File: src/sv/uer_pkg.sv
`timescale 1ns / 1ps
`default_nettype none
// ----------------------------------------------------------------------------
// uer_pkg - shared types and constants of the echo ranger
// Phase and controller encodings, register map, config and control structs.
// ----------------------------------------------------------------------------
package uer_pkg;

	// sizing
	localparam int MAX_TRIES  = 8;
	localparam int WIDTH_BITS = 17;
	localparam int TICK_W     = 17;
	localparam int SUM_W      = 20;
	localparam int DIST_W     = 20;
	localparam int VT_W       = 4;
	localparam int TIDX_W     = $clog2(MAX_TRIES + 1);
	localparam int FRAC_W     = 8;
	localparam int DVD_W      = SUM_W + FRAC_W;
	localparam int DEN_W      = VT_W + 8;
	localparam int CNT_W      = $clog2(DVD_W);
	localparam int ADD_W      = ((WIDTH_BITS > SUM_W) ? WIDTH_BITS : SUM_W) + 1;
	localparam int IN_W       = 8;
	localparam int OUT_W      = 24;
	localparam int ADDR_W     = 5;
	localparam int DATA_W     = 32;

	// register indexes (byte address = 4 * index)
	localparam logic [2:0] REG_TRY_COUNT = 3'd0;
	localparam logic [2:0] REG_MIN_VALID = 3'd1;
	localparam logic [2:0] REG_TIMEOUT   = 3'd2;
	localparam logic [2:0] REG_US_PER_CM = 3'd3;
	localparam logic [2:0] REG_SETTLE    = 3'd4;
	localparam logic [2:0] REG_TRIG_W    = 3'd5;

	// reset values
	localparam logic [3:0]  RST_TRY_COUNT = 4'd5;
	localparam logic [3:0]  RST_MIN_VALID = 4'd3;
	localparam logic [16:0] RST_TIMEOUT   = 17'd90000;
	localparam logic [7:0]  RST_US_PER_CM = 8'd58;
	localparam logic [15:0] RST_SETTLE    = 16'd10000;
	localparam logic [7:0]  RST_TRIG_W    = 8'd15;

	localparam logic [VT_W-1:0] MIN_NEED = VT_W'(3);

	typedef enum logic [2:0] {
		PH_IDLE    = 3'd0,
		PH_SETTLE  = 3'd1,
		PH_TRIG    = 3'd2,
		PH_WAIT    = 3'd3,
		PH_MEASURE = 3'd4
	} phase_t;

	typedef enum logic [1:0] {
		ST_RUN  = 2'd0,
		ST_DIV  = 2'd1,
		ST_PUSH = 2'd2
	} ctrl_state_t;

	typedef struct packed {
		logic [3:0]  try_count;
		logic [3:0]  min_valid;
		logic [16:0] echo_timeout_us;
		logic [7:0]  us_per_cm;
		logic [15:0] settle_us;
		logic [7:0]  trig_width_us;
	} cfg_t;

	// controller -> datapath
	typedef struct packed {
		logic step_en;
		logic div_start;
		logic div_en;
		logic load_step;
		logic load_div;
	} ctrl_cmd_t;

	// datapath -> controller
	typedef struct packed {
		logic need_div;
		logic div_last;
	} dp_stat_t;

endpackage : uer_pkg
`default_nettype wire

File: src/sv/ultrasonic_echo_ranger_core.sv
`timescale 1ns / 1ps
`default_nettype none
// ----------------------------------------------------------------------------
// ultrasonic_echo_ranger_core - ultrasonic time-of-flight ranger
// Burst of trigger tries, echo width capture, trimmed-mean distance in Q8 cm.
//
//   channel  dir  word                                       handshake
//   s_*      in   one microsecond tick: start_req, echo      tvalid/tready
//   m_*      out  one result per tick: trig .. distance_q8   tvalid/tready
//   apb      in   six config registers at 4*index            psel/penable
//
// An ordinary tick is taken and its result is registered at once.
// The tick that ends a burst with enough valid tries starts the 28-bit
// restoring divider, which gives one quotient bit per cycle.
// Reset clears burst state and loads register defaults; no clearing pass.
// A stalled result blocks the next tick only while the result register is full.
// ----------------------------------------------------------------------------
module ultrasonic_echo_ranger_core
	import uer_pkg::*;
(
	input  wire logic              clk,
	input  wire logic              arst_n,
	input  wire logic              psel,
	input  wire logic              penable,
	input  wire logic              pwrite,
	input  wire logic [ADDR_W-1:0] paddr,
	input  wire logic [DATA_W-1:0] pwdata,
	output logic      [DATA_W-1:0] prdata,
	output logic                   pready,
	input  wire logic              s_tvalid,
	output logic                   s_tready,
	input  wire logic [IN_W-1:0]   s_tdata,  // [0] start_req, [1] echo, [7:2] zero
	output logic                   m_tvalid,
	input  wire logic              m_tready,
	output logic      [OUT_W-1:0]  m_tdata   // [0] trig, [1] busy_res, [2] done_res,
	                                         // [3] status, [23:4] distance_q8
);

	cfg_t      cfg;
	ctrl_cmd_t cmd;
	dp_stat_t  stat;

	uer_regs u_regs (
		.clk     (clk),
		.arst_n  (arst_n),
		.psel    (psel),
		.penable (penable),
		.pwrite  (pwrite),
		.paddr   (paddr),
		.pwdata  (pwdata),
		.prdata  (prdata),
		.pready  (pready),
		.cfg     (cfg)
	);

	uer_ctrl u_ctrl (
		.clk      (clk),
		.arst_n   (arst_n),
		.s_tvalid (s_tvalid),
		.s_tready (s_tready),
		.m_tvalid (m_tvalid),
		.m_tready (m_tready),
		.stat     (stat),
		.cmd      (cmd)
	);

	uer_dp u_dp (
		.clk       (clk),
		.arst_n    (arst_n),
		.cfg       (cfg),
		.start_req (s_tdata[0]),
		.echo      (s_tdata[1]),
		.cmd       (cmd),
		.stat      (stat),
		.result    (m_tdata)
	);

	// a tick is only taken when the result register has room
	a_room: assert property (@(posedge clk) disable iff (!arst_n)
		s_tvalid && s_tready |-> !m_tvalid || m_tready)
		else $error("tick accepted with result register full");

	// no ticks taken while the divider runs
	a_div_hold: assert property (@(posedge clk) disable iff (!arst_n)
		cmd.div_en |-> !s_tready)
		else $error("input ready during division");

	// the burst-end word never reports busy
	a_done_idle: assert property (@(posedge clk) disable iff (!arst_n)
		m_tvalid |-> !(m_tdata[1] && m_tdata[2]))
		else $error("done and busy together");

	// off the done tick, status and distance are zero
	a_quiet: assert property (@(posedge clk) disable iff (!arst_n)
		m_tvalid && !m_tdata[2] |-> m_tdata[23:3] == '0)
		else $error("result fields set off the done tick");

	// too few tries gives no distance
	a_fail_zero: assert property (@(posedge clk) disable iff (!arst_n)
		m_tvalid && m_tdata[3] |-> m_tdata[23:4] == '0)
		else $error("distance with failed status");

endmodule : ultrasonic_echo_ranger_core
`default_nettype wire

File: src/sv/uer_regs.sv
`timescale 1ns / 1ps
`default_nettype none
// ----------------------------------------------------------------------------
// uer_regs - configuration register file
// APB-style write/read of the six ranging registers, zero wait states.
// ----------------------------------------------------------------------------
module uer_regs
	import uer_pkg::*;
(
	input  wire logic              clk,
	input  wire logic              arst_n,
	input  wire logic              psel,
	input  wire logic              penable,
	input  wire logic              pwrite,
	input  wire logic [ADDR_W-1:0] paddr,
	input  wire logic [DATA_W-1:0] pwdata,
	output logic      [DATA_W-1:0] prdata,
	output logic                   pready,
	output cfg_t                   cfg
);

	cfg_t       cfg_q;
	logic       wr_en;
	logic [2:0] idx;

	assign pready = 1'b1;
	assign wr_en  = psel & penable & pwrite & pready;
	assign idx    = paddr[4:2];
	assign cfg    = cfg_q;

	// register writes
	always_ff @(posedge clk or negedge arst_n) begin
		if (!arst_n) begin
			cfg_q.try_count       <= RST_TRY_COUNT;
			cfg_q.min_valid       <= RST_MIN_VALID;
			cfg_q.echo_timeout_us <= RST_TIMEOUT;
			cfg_q.us_per_cm       <= RST_US_PER_CM;
			cfg_q.settle_us       <= RST_SETTLE;
			cfg_q.trig_width_us   <= RST_TRIG_W;
		end else if (wr_en) begin
			case (idx)
				REG_TRY_COUNT: cfg_q.try_count       <= pwdata[3:0];
				REG_MIN_VALID: cfg_q.min_valid       <= pwdata[3:0];
				REG_TIMEOUT:   cfg_q.echo_timeout_us <= pwdata[16:0];
				REG_US_PER_CM: cfg_q.us_per_cm       <= pwdata[7:0];
				REG_SETTLE:    cfg_q.settle_us       <= pwdata[15:0];
				REG_TRIG_W:    cfg_q.trig_width_us   <= pwdata[7:0];
				default: ;
			endcase
		end
	end

	// read mux
	always_comb begin
		case (idx)
			REG_TRY_COUNT: prdata = DATA_W'(cfg_q.try_count);
			REG_MIN_VALID: prdata = DATA_W'(cfg_q.min_valid);
			REG_TIMEOUT:   prdata = DATA_W'(cfg_q.echo_timeout_us);
			REG_US_PER_CM: prdata = DATA_W'(cfg_q.us_per_cm);
			REG_SETTLE:    prdata = DATA_W'(cfg_q.settle_us);
			REG_TRIG_W:    prdata = DATA_W'(cfg_q.trig_width_us);
			default:       prdata = '0;
		endcase
	end

endmodule : uer_regs
`default_nettype wire

File: src/sv/uer_dp.sv
`timescale 1ns / 1ps
`default_nettype none
// ----------------------------------------------------------------------------
// uer_dp - ranging datapath
// Per-tick try sequencing and statistics, bit-serial divider, result register.
// ----------------------------------------------------------------------------
module uer_dp
	import uer_pkg::*;
(
	input  wire logic             clk,
	input  wire logic             arst_n,
	input  wire cfg_t             cfg,
	input  wire logic             start_req,
	input  wire logic             echo,
	input  wire ctrl_cmd_t        cmd,
	output dp_stat_t              stat,
	output logic      [OUT_W-1:0] result
);

	localparam logic [WIDTH_BITS-1:0] W_ONES = {WIDTH_BITS{1'b1}};
	localparam logic [SUM_W-1:0]      S_ONES = {SUM_W{1'b1}};
	localparam logic [DIST_W-1:0]     D_ONES = {DIST_W{1'b1}};
	localparam logic [VT_W-1:0]       VT_ONES = {VT_W{1'b1}};

	// burst state
	phase_t                phase_q;
	logic [TICK_W-1:0]     tick_q;
	logic [WIDTH_BITS-1:0] ew_q;
	logic [TIDX_W-1:0]     tidx_q;
	logic [VT_W-1:0]       vt_q;
	logic [SUM_W-1:0]      sum_q;
	logic [WIDTH_BITS-1:0] mn_q;
	logic [WIDTH_BITS-1:0] mx_q;

	// next state of one tick
	phase_t                ph_n;
	logic [TICK_W-1:0]     tick_n;
	logic [WIDTH_BITS-1:0] ew_n;
	logic [TIDX_W-1:0]     tidx_n;
	logic [VT_W-1:0]       vt_n;
	logic [SUM_W-1:0]      sum_n;
	logic [WIDTH_BITS-1:0] mn_n;
	logic [WIDTH_BITS-1:0] mx_n;
	logic                  trig_n;
	logic                  fin_n;

	logic [TIDX_W-1:0]     limit;
	logic [VT_W-1:0]       need;
	logic                  enough;
	logic [ADD_W-1:0]      edges;
	logic [SUM_W-1:0]      trimmed;
	logic [7:0]            upc;
	logic [DEN_W-1:0]      den;

	// divider
	logic [DVD_W-1:0]      dvd_q;
	logic [DEN_W-1:0]      den_q;
	logic [DEN_W-1:0]      rem_q;
	logic [CNT_W-1:0]      cnt_q;
	logic [DEN_W:0]        rem_sh;
	logic                  q_bit;

	logic [OUT_W-1:0]      out_q;

	assign limit = (32'(cfg.try_count) > MAX_TRIES) ? TIDX_W'(MAX_TRIES)
	                                                : TIDX_W'(cfg.try_count);

	// one microsecond tick of the try sequencer
	always_comb begin
		logic try_end;
		logic ok;
		logic [ADD_W-1:0] acc;
		try_end = 1'b0;
		ok      = 1'b0;
		acc     = '0;
		ph_n    = phase_q;
		tick_n  = tick_q;
		ew_n    = ew_q;
		tidx_n  = tidx_q;
		vt_n    = vt_q;
		sum_n   = sum_q;
		mn_n    = mn_q;
		mx_n    = mx_q;
		trig_n  = 1'b0;
		fin_n   = 1'b0;

		if (ph_n == PH_IDLE && start_req) begin
			tick_n = '0;
			ew_n   = '0;
			tidx_n = '0;
			vt_n   = '0;
			sum_n  = '0;
			mn_n   = W_ONES;
			mx_n   = '0;
			ph_n   = PH_SETTLE;
		end
		if (ph_n == PH_SETTLE) begin
			if (tick_n < TICK_W'(cfg.settle_us)) begin
				tick_n = tick_n + 1'b1;
			end else begin
				ph_n   = PH_TRIG;
				tick_n = '0;
			end
		end
		if (ph_n == PH_TRIG) begin
			if (tick_n < TICK_W'(cfg.trig_width_us)) begin
				trig_n = 1'b1;
				tick_n = tick_n + 1'b1;
			end else begin
				ph_n   = PH_WAIT;
				tick_n = '0;
				ew_n   = '0;
			end
		end
		if (ph_n == PH_WAIT) begin
			tick_n = tick_n + 1'b1;
			if (echo) begin
				ph_n = PH_MEASURE;
				ew_n = WIDTH_BITS'(1);
			end
		end else if (ph_n == PH_MEASURE) begin
			if (echo) begin
				tick_n = tick_n + 1'b1;
				if (ew_n != W_ONES)
					ew_n = ew_n + 1'b1;
			end else begin
				try_end = 1'b1;
				ok      = 1'b1;
			end
		end
		// timeout covers waiting and measuring together
		if (!try_end && (ph_n == PH_WAIT || ph_n == PH_MEASURE)
				&& tick_n >= cfg.echo_timeout_us)
			try_end = 1'b1;

		if (try_end) begin
			if (ok) begin
				if (vt_n != VT_ONES)
					vt_n = vt_n + 1'b1;
				acc   = ADD_W'(sum_n) + ADD_W'(ew_n);
				sum_n = (acc > ADD_W'(S_ONES)) ? S_ONES : acc[SUM_W-1:0];
				if (ew_n < mn_n)
					mn_n = ew_n;
				if (ew_n > mx_n)
					mx_n = ew_n;
			end
			tidx_n = tidx_n + 1'b1;
			tick_n = '0;
			if (tidx_n >= limit) begin
				ph_n  = PH_IDLE;
				fin_n = 1'b1;
			end else begin
				ph_n = PH_SETTLE;
			end
		end
	end

	// end-of-burst figures
	assign need    = (cfg.min_valid < MIN_NEED) ? MIN_NEED : cfg.min_valid;
	assign enough  = vt_n >= need;
	assign edges   = ADD_W'(mn_n) + ADD_W'(mx_n);
	assign trimmed = (ADD_W'(sum_n) >= edges) ? SUM_W'(ADD_W'(sum_n) - edges) : '0;
	assign upc     = (cfg.us_per_cm == 8'd0) ? 8'd1 : cfg.us_per_cm;
	assign den     = DEN_W'(vt_n - VT_W'(2)) * DEN_W'(upc);

	assign stat.need_div = fin_n & enough;
	assign stat.div_last = (cnt_q == '0);

	// burst state registers
	always_ff @(posedge clk or negedge arst_n) begin
		if (!arst_n) begin
			phase_q <= PH_IDLE;
			tick_q  <= '0;
			ew_q    <= '0;
			tidx_q  <= '0;
			vt_q    <= '0;
			sum_q   <= '0;
			mn_q    <= W_ONES;
			mx_q    <= '0;
		end else if (cmd.step_en) begin
			phase_q <= ph_n;
			tick_q  <= tick_n;
			ew_q    <= ew_n;
			tidx_q  <= tidx_n;
			vt_q    <= vt_n;
			sum_q   <= sum_n;
			mn_q    <= mn_n;
			mx_q    <= mx_n;
		end
	end

	// restoring divider, one quotient bit per cycle
	assign rem_sh = {rem_q, dvd_q[DVD_W-1]};
	assign q_bit  = rem_sh >= {1'b0, den_q};

	always_ff @(posedge clk) begin
		if (cmd.div_start) begin
			dvd_q <= {trimmed, {FRAC_W{1'b0}}};
			den_q <= den;
			rem_q <= '0;
			cnt_q <= CNT_W'(DVD_W - 1);
		end else if (cmd.div_en) begin
			rem_q <= q_bit ? DEN_W'(rem_sh - {1'b0, den_q}) : rem_sh[DEN_W-1:0];
			dvd_q <= {dvd_q[DVD_W-2:0], q_bit};
			cnt_q <= cnt_q - 1'b1;
		end
	end

	// result word: trig, busy, done, status, dist from bit 0 up
	always_ff @(posedge clk) begin
		if (cmd.load_step) begin
			out_q <= {{DIST_W{1'b0}}, fin_n & ~enough, fin_n, ph_n != PH_IDLE, trig_n};
		end else if (cmd.load_div) begin
			out_q <= {((|dvd_q[DVD_W-1:DIST_W]) ? D_ONES : dvd_q[DIST_W-1:0]),
			          1'b0, 1'b1, 1'b0, 1'b0};
		end
	end

	assign result = out_q;

endmodule : uer_dp
`default_nettype wire

File: src/sv/uer_ctrl.sv
`timescale 1ns / 1ps
`default_nettype none
// ----------------------------------------------------------------------------
// uer_ctrl - ranging controller
// Stream handshakes, divider sequencing and result register occupancy.
// ----------------------------------------------------------------------------
module uer_ctrl
	import uer_pkg::*;
(
	input  wire logic     clk,
	input  wire logic     arst_n,
	input  wire logic     s_tvalid,
	output logic          s_tready,
	output logic          m_tvalid,
	input  wire logic     m_tready,
	input  wire dp_stat_t stat,
	output ctrl_cmd_t     cmd
);

	ctrl_state_t state_q;
	ctrl_state_t state_n;
	logic        full_q;
	logic        out_free;

	assign out_free = ~full_q | m_tready;
	assign m_tvalid = full_q;

	always_ff @(posedge clk or negedge arst_n) begin
		if (!arst_n) begin
			state_q <= ST_RUN;
			full_q  <= 1'b0;
		end else begin
			state_q <= state_n;
			if (cmd.load_step | cmd.load_div)
				full_q <= 1'b1;
			else if (m_tready)
				full_q <= 1'b0;
		end
	end

	// next state and commands
	always_comb begin
		state_n  = state_q;
		cmd      = '0;
		s_tready = 1'b0;
		case (state_q)
			ST_RUN: begin
				s_tready = out_free;
				if (s_tvalid && out_free) begin
					cmd.step_en = 1'b1;
					if (stat.need_div) begin
						cmd.div_start = 1'b1;
						state_n       = ST_DIV;
					end else begin
						cmd.load_step = 1'b1;
					end
				end
			end
			ST_DIV: begin
				cmd.div_en = 1'b1;
				if (stat.div_last)
					state_n = ST_PUSH;
			end
			ST_PUSH: begin
				if (out_free) begin
					cmd.load_div = 1'b1;
					state_n      = ST_RUN;
				end
			end
			default: state_n = ST_RUN;
		endcase
	end

endmodule : uer_ctrl
`default_nettype wire

File: config.mk
export PLATFORM = sky130hd
export DESIGN_NAME = ultrasonic_echo_ranger_core
export DESIGN_NICKNAME = d
export VERILOG_FILES = /design/src/sv/uer_pkg.sv /design/src/sv/ultrasonic_echo_ranger_core.sv /design/src/sv/uer_regs.sv /design/src/sv/uer_dp.sv /design/src/sv/uer_ctrl.sv
export SDC_FILE = /design/constraint.sdc
export NUM_CORES = 1
export LEC_CHECK = 0
export ABC_AREA = 1
export BUFFER_PORTS_ARGS = -buffer_cell sky130_fd_sc_hd__buf_2
export CAP_MARGIN = 40
export CORE_MARGIN = 2
export CORE_UTILIZATION = 35
export DETAILED_ROUTE_END_ITERATION = 7
export GPL_ROUTABILITY_DRIVEN = 0
export PLACE_DENSITY = 0.54
export SLEW_MARGIN = 20
export SYNTH_ARGS = -nofsm -noshare
export SYNTH_HDL_FRONTEND = slang
export SYNTH_SLANG_ARGS = --single-unit
File: constraint.sdc
create_clock -name clk -period 14.1 [get_ports clk]
set_clock_uncertainty 0.1 [all_clocks]
set_input_delay 0.705 -clock clk [delete_from_list [all_inputs] [get_ports clk]]
set_output_delay 0.705 -clock clk [all_outputs]
set_load 0.03 [all_outputs]
==> impl_metrics.prom <==
# TYPE chip_impl_metric gauge
chip_impl_metric{name="maxCapViolCount",unit=""} 0
chip_impl_metric{name="crit_path_max_fanout",unit=""} 19
chip_impl_metric{name="io_pins",unit=""} 111
chip_impl_metric{name="htreeDepth",unit=""} 1
chip_impl_metric{name="via_count_of_the_first_global_routing_pass",unit=""} 16400
chip_impl_metric{name="hold_ws",unit="ns"} 0.244
chip_impl_metric{name="final_antenna_net_count",unit=""} 0
chip_impl_info{name="setup.worst_path.end_class",value="flop"} 1
chip_impl_metric{name="wirelength",unit="mm"} 49.3
chip_impl_metric{name="cts_post_setup_buffers_inserted",unit=""} 0
chip_impl_metric{name="final-seq-area",unit="µm²"} 6010
chip_impl_metric{name="fin_total_pwr",unit="mW"} 4.91
chip_impl_metric{name="finalWorstSetupSlack",unit="ns"} 1.48
chip_impl_info{name="crit_path_top_delay_cell",value="sky130_fd_sc_hd__nor4b_1"} 1
chip_impl_metric{name="multiInputGateArea",unit="µm²"} 11100
chip_impl_metric{name="starting_density_of_the_core",unit=""} 0.353
chip_impl_metric{name="core-area",unit="µm²"} 53600
chip_impl_metric{name="worst_path_clk_slew",unit="ns"} 0.06
chip_impl_metric{name="timing.critical_path.buf_inv",unit=""} 6
chip_impl_info{name="hold_crit_class",value="primary input to flop"} 1
chip_impl_info{name="synthMostInstantiatedCell",value="sky130_fd_sc_hd__nand2_1"} 1
chip_impl_metric{name="clk-insertion-delay-late",unit="ns"} 0.58
chip_impl_metric{name="synth-edff-count",unit=""} 36
chip_impl_info{name="clock_tree.root_cell",value="sky130_fd_sc_hd__clkbuf_16"} 1
chip_impl_metric{name="drt_first_pass_iters",unit=""} 7
chip_impl_metric{name="antenna-diode-count",unit=""} 0
chip_impl_metric{name="cell_count_final_fillers_out",unit=""} 3320
chip_impl_metric{name="critPathArrivalTime",unit="ns"} 12.93
chip_impl_metric{name="asyncSetResetFlopFracSynth",unit=""} 0.663
chip_impl_info{name="clock_tree_from_tritoncts",value="yes"} 1
chip_impl_metric{name="netlist-cell-type-count",unit=""} 65
chip_impl_metric{name="largest_net_degree_at_the_start_of_global_routing",unit=""} 77
chip_impl_metric{name="fp-row-count",unit=""} 85
chip_impl_info{name="crit_top_cell",value="sky130_fd_sc_hd__nand2_1"} 1
chip_impl_metric{name="cts_sinks",unit=""} 240
chip_impl_info{name="synth.area.top_cells",value="sky130_fd_sc_hd__dfrtp_1 (15%), sky130_fd_sc_hd__ha_1 (11%), sky130_fd_sc_hd__nand2_1 (11%), sky130_fd_sc_hd__inv_1 (7.2%), sky130_fd_sc_hd__dfstp_2 (6.0%)"} 1
chip_impl_metric{name="grt_util_all_layers",unit=""} 0.177
chip_impl_metric{name="setup-violations-final",unit=""} 0
chip_impl_metric{name="dpl.cell_count",unit=""} 3263
chip_impl_metric{name="maximum_cell_stage_delay_along_the_critical_path",unit="ns"} 0.56
chip_impl_metric{name="die_height",unit="µm"} 236
chip_impl_metric{name="number_of_antenna_violations_at_the_first_check_in_global_routing",unit=""} 1
chip_impl_metric{name="report.final.slew_viol_count",unit=""} 0
chip_impl_metric{name="grt-ovfl-total",unit=""} 0
chip_impl_metric{name="nFillCells",unit=""} 5573
chip_impl_metric{name="max-clock-path-buffers",unit=""} 3
chip_impl_metric{name="layout_min_cycle_time",unit="ns"} 12.62
chip_impl_info{name="synth_flop_cell",value="sky130_fd_sc_hd__dfrtp_1"} 1
chip_impl_metric{name="drive_above_1_share",unit=""} 0.0960
chip_impl_metric{name="nets",unit=""} 2860
chip_impl_metric{name="finalHoldViolations",unit=""} 0
chip_impl_info{name="netlist_top_cells_count",value="sky130_fd_sc_hd__nand2_1 (556), sky130_fd_sc_hd__inv_1 (361), sky130_fd_sc_hd__nor2_1 (223)"} 1
chip_impl_metric{name="worst-slew-pin-transition",unit="ns"} 0.830
chip_impl_metric{name="fmax",unit="MHz"} 79.2
chip_impl_metric{name="sequential_share_of_the_synthesized_area",unit=""} 0.318
chip_impl_metric{name="peakVddDrop",unit="mV"} 0.153
chip_impl_metric{name="wire_length_of_the_first_global_routing_pass",unit="mm"} 82.5
chip_impl_metric{name="yosysWarnings",unit=""} 0
chip_impl_metric{name="dr_total_vias",unit=""} 16500
chip_impl_metric{name="powerDensity",unit="nW/µm²"} 234
chip_impl_metric{name="slew_headroom",unit=""} 0.447
chip_impl_metric{name="fp.dieW",unit="µm"} 236
chip_impl_metric{name="setup_tns",unit="ns"} 0
chip_impl_metric{name="data_required_time_of_the_worst_path",unit="ns"} 14.41
chip_impl_metric{name="mappedNetlistArea",unit="µm²"} 18900
chip_impl_metric{name="drtIter0Drc",unit=""} 816
chip_impl_info{name="outcome",value="finished clean"} 1
chip_impl_metric{name="yosysTopAreaCellShare",unit=""} 0.154
chip_impl_info{name="grt_setup_unrepaired",value="no"} 1
chip_impl_metric{name="routed_wire_length_per_instance",unit="µm"} 14.9
chip_impl_info{name="synth_top_cell_by_area",value="sky130_fd_sc_hd__dfrtp_1"} 1
chip_impl_metric{name="ys_seq_elements",unit=""} 240
chip_impl_info{name="critical_path_class",value="flop to flop"} 1
chip_impl_metric{name="numCtsBuffers",unit=""} 30
chip_impl_metric{name="drc",unit=""} 0
chip_impl_metric{name="worst_slack_placed",unit="ns"} 1.08
chip_impl_metric{name="final_min_period_over_clock_period",unit=""} 0.895
chip_impl_metric{name="synth_area_per_cell",unit="µm²"} 7.42
chip_impl_metric{name="buffer_ports.inserted",unit=""} 71
chip_impl_metric{name="syn_to_final_growth",unit="%"} 11.1
chip_impl_info{name="critPathTopFamily",value="simple AND/OR/NAND/NOR gates"} 1
chip_impl_metric{name="hpwl",unit="mm"} 37.8
chip_impl_metric{name="syn_inst",unit=""} 2550
chip_impl_metric{name="floorplan.die_area",unit="µm²"} 55900
chip_impl_info{name="setup.worst_path.start_class",value="flop"} 1
chip_impl_metric{name="total_leakage_power",unit="nW"} 10.2
chip_impl_metric{name="via_per_inst",unit=""} 4.96
[final timing paths]
path / endpoint / from / cells after the start / slack [ns]
min in group asynchronous: u_dp.sum_q[4] / arst_n / 2 / 0.49
setup reg to reg: u_dp.dvd_q[8] / u_dp.phase_q[2] / 66 / 1.48
setup / recovery: u_dp.dvd_q[8] / u_dp.phase_q[2] / 66 / 1.48
max in group asynchronous: u_dp.mn_q[14] / arst_n / 5 / 11.93
hold / removal: u_regs.cfg[7] / pwdata[7] / 3 / 0.24
hold reg to reg: u_dp.result[9] / u_dp.result[9] / 2 / 0.36
[final cells by class]
class / count / area share
clock inverters: 12 / 0.00334
well taps: 696 / 0.0415
inverters: 371 / 0.0663
flip-flops and latches: 240 / 0.286
repair buffers: 98 / 0.0306
multi-input cells: 1859 / 0.527
clock buffers: 44 / 0.0446
[metal layers]
| layer | vias to the layer above | routed length (µm) | track usage |
|---|---|---|---|
| met1 | 7646 | 23200 | 0.238 |
| met2 | 331 | 22600 | 0.298 |
| met4 | 2 | 1470 | 0.0549 |
| li1 | 8392 | - | - |
| met5 | - | 10 | 0 |
| met3 | 86 | 2010 | 0.0214 |
[cells by family after synthesis]
| kind of cell | Yosys count | share of synthesized area |
|---|---|---|
| flip-flops | 240 | 0.318 |
| AND/OR/NAND/NOR | 1031 | 0.234 |
| XOR/XNOR | 106 | 0.0491 |
| multiplexers | 1 | 0.000529 |
| buffers and inverters | 465 | 0.0992 |
| adder cells (fa/ha/maj) | 208 | 0.152 |
| other | 2 | 0.000397 |
| AO/OA/AOI/OAI | 497 | 0.146 |
[flip-flops by register name, summed over array words and instances, names as in the netlist, 17 cells and up]
| signal | cells |
|---|---|
| u_dp.result | 24 |
| u_regs.cfg | 57 |
| u_dp.mx_q | 17 |
| u_dp.mn_q | 17 |
| u_dp.tick_q | 17 |
| u_dp.ew_q | 17 |
| u_dp.dvd_q | 28 |
| u_dp.sum_q | 20 |
[metrics by stage]
stage	instance area (µm²)	util
2_1_floorplan	19000	-
3_3_place_gp	19900	0.370
3_5_place_dp	20000	0.373
4_1_cts	21000	0.392
5_1_grt	21000	0.392
6_report	21000	0.392
[report_power, final]
group	internal (mW)	total [mW]	leakage (nW)	switching, mW
registers	0.998	1.11	2.71	0.111
clock network	0.459	0.781	0.502	0.323
logic	1.14	3.02	7.03	1.87
total	2.60	4.91	10.2	2.31
[placed cells by master, fill, tap and decap left out, types with 19 or more instances in the layout]
cell / n
sky130_fd_sc_hd__nor3_1: 21
sky130_fd_sc_hd__nor2_1: 221
sky130_fd_sc_hd__inv_1: 360
sky130_fd_sc_hd__edfxtp_1: 36
sky130_fd_sc_hd__nand2_1: 556
sky130_fd_sc_hd__xnor2_1: 35
sky130_fd_sc_hd__dfstp_2: 43
sky130_fd_sc_hd__ha_1: 171
sky130_fd_sc_hd__buf_4: 20
sky130_fd_sc_hd__buf_2: 70
sky130_fd_sc_hd__nand4_1: 26
sky130_fd_sc_hd__o22ai_1: 19
sky130_fd_sc_hd__nand3_1: 119
sky130_fd_sc_hd__clkbuf_16: 33
sky130_fd_sc_hd__fa_1: 37
sky130_fd_sc_hd__xor2_1: 71
sky130_fd_sc_hd__o21ai_1: 19
sky130_fd_sc_hd__a21oi_1: 157
sky130_fd_sc_hd__dfxtp_1: 45
sky130_fd_sc_hd__dfrtp_1: 116
sky130_fd_sc_hd__o21ai_0: 215
[tightest hold or removal path, cell delays in order]
cell and delay [ns]:
sky130_fd_sc_hd__buf_2 0.09, sky130_fd_sc_hd__nand2_1 0.04, sky130_fd_sc_hd__o21ai_0 0.06
[timing repair]
item	4_1_cts	5_1_grt
gates resized for setup	0	0
hold buffers	1	0
endpoints found under the hold margin	27	0
Note: power is estimated with default switching activity, not from simulation.
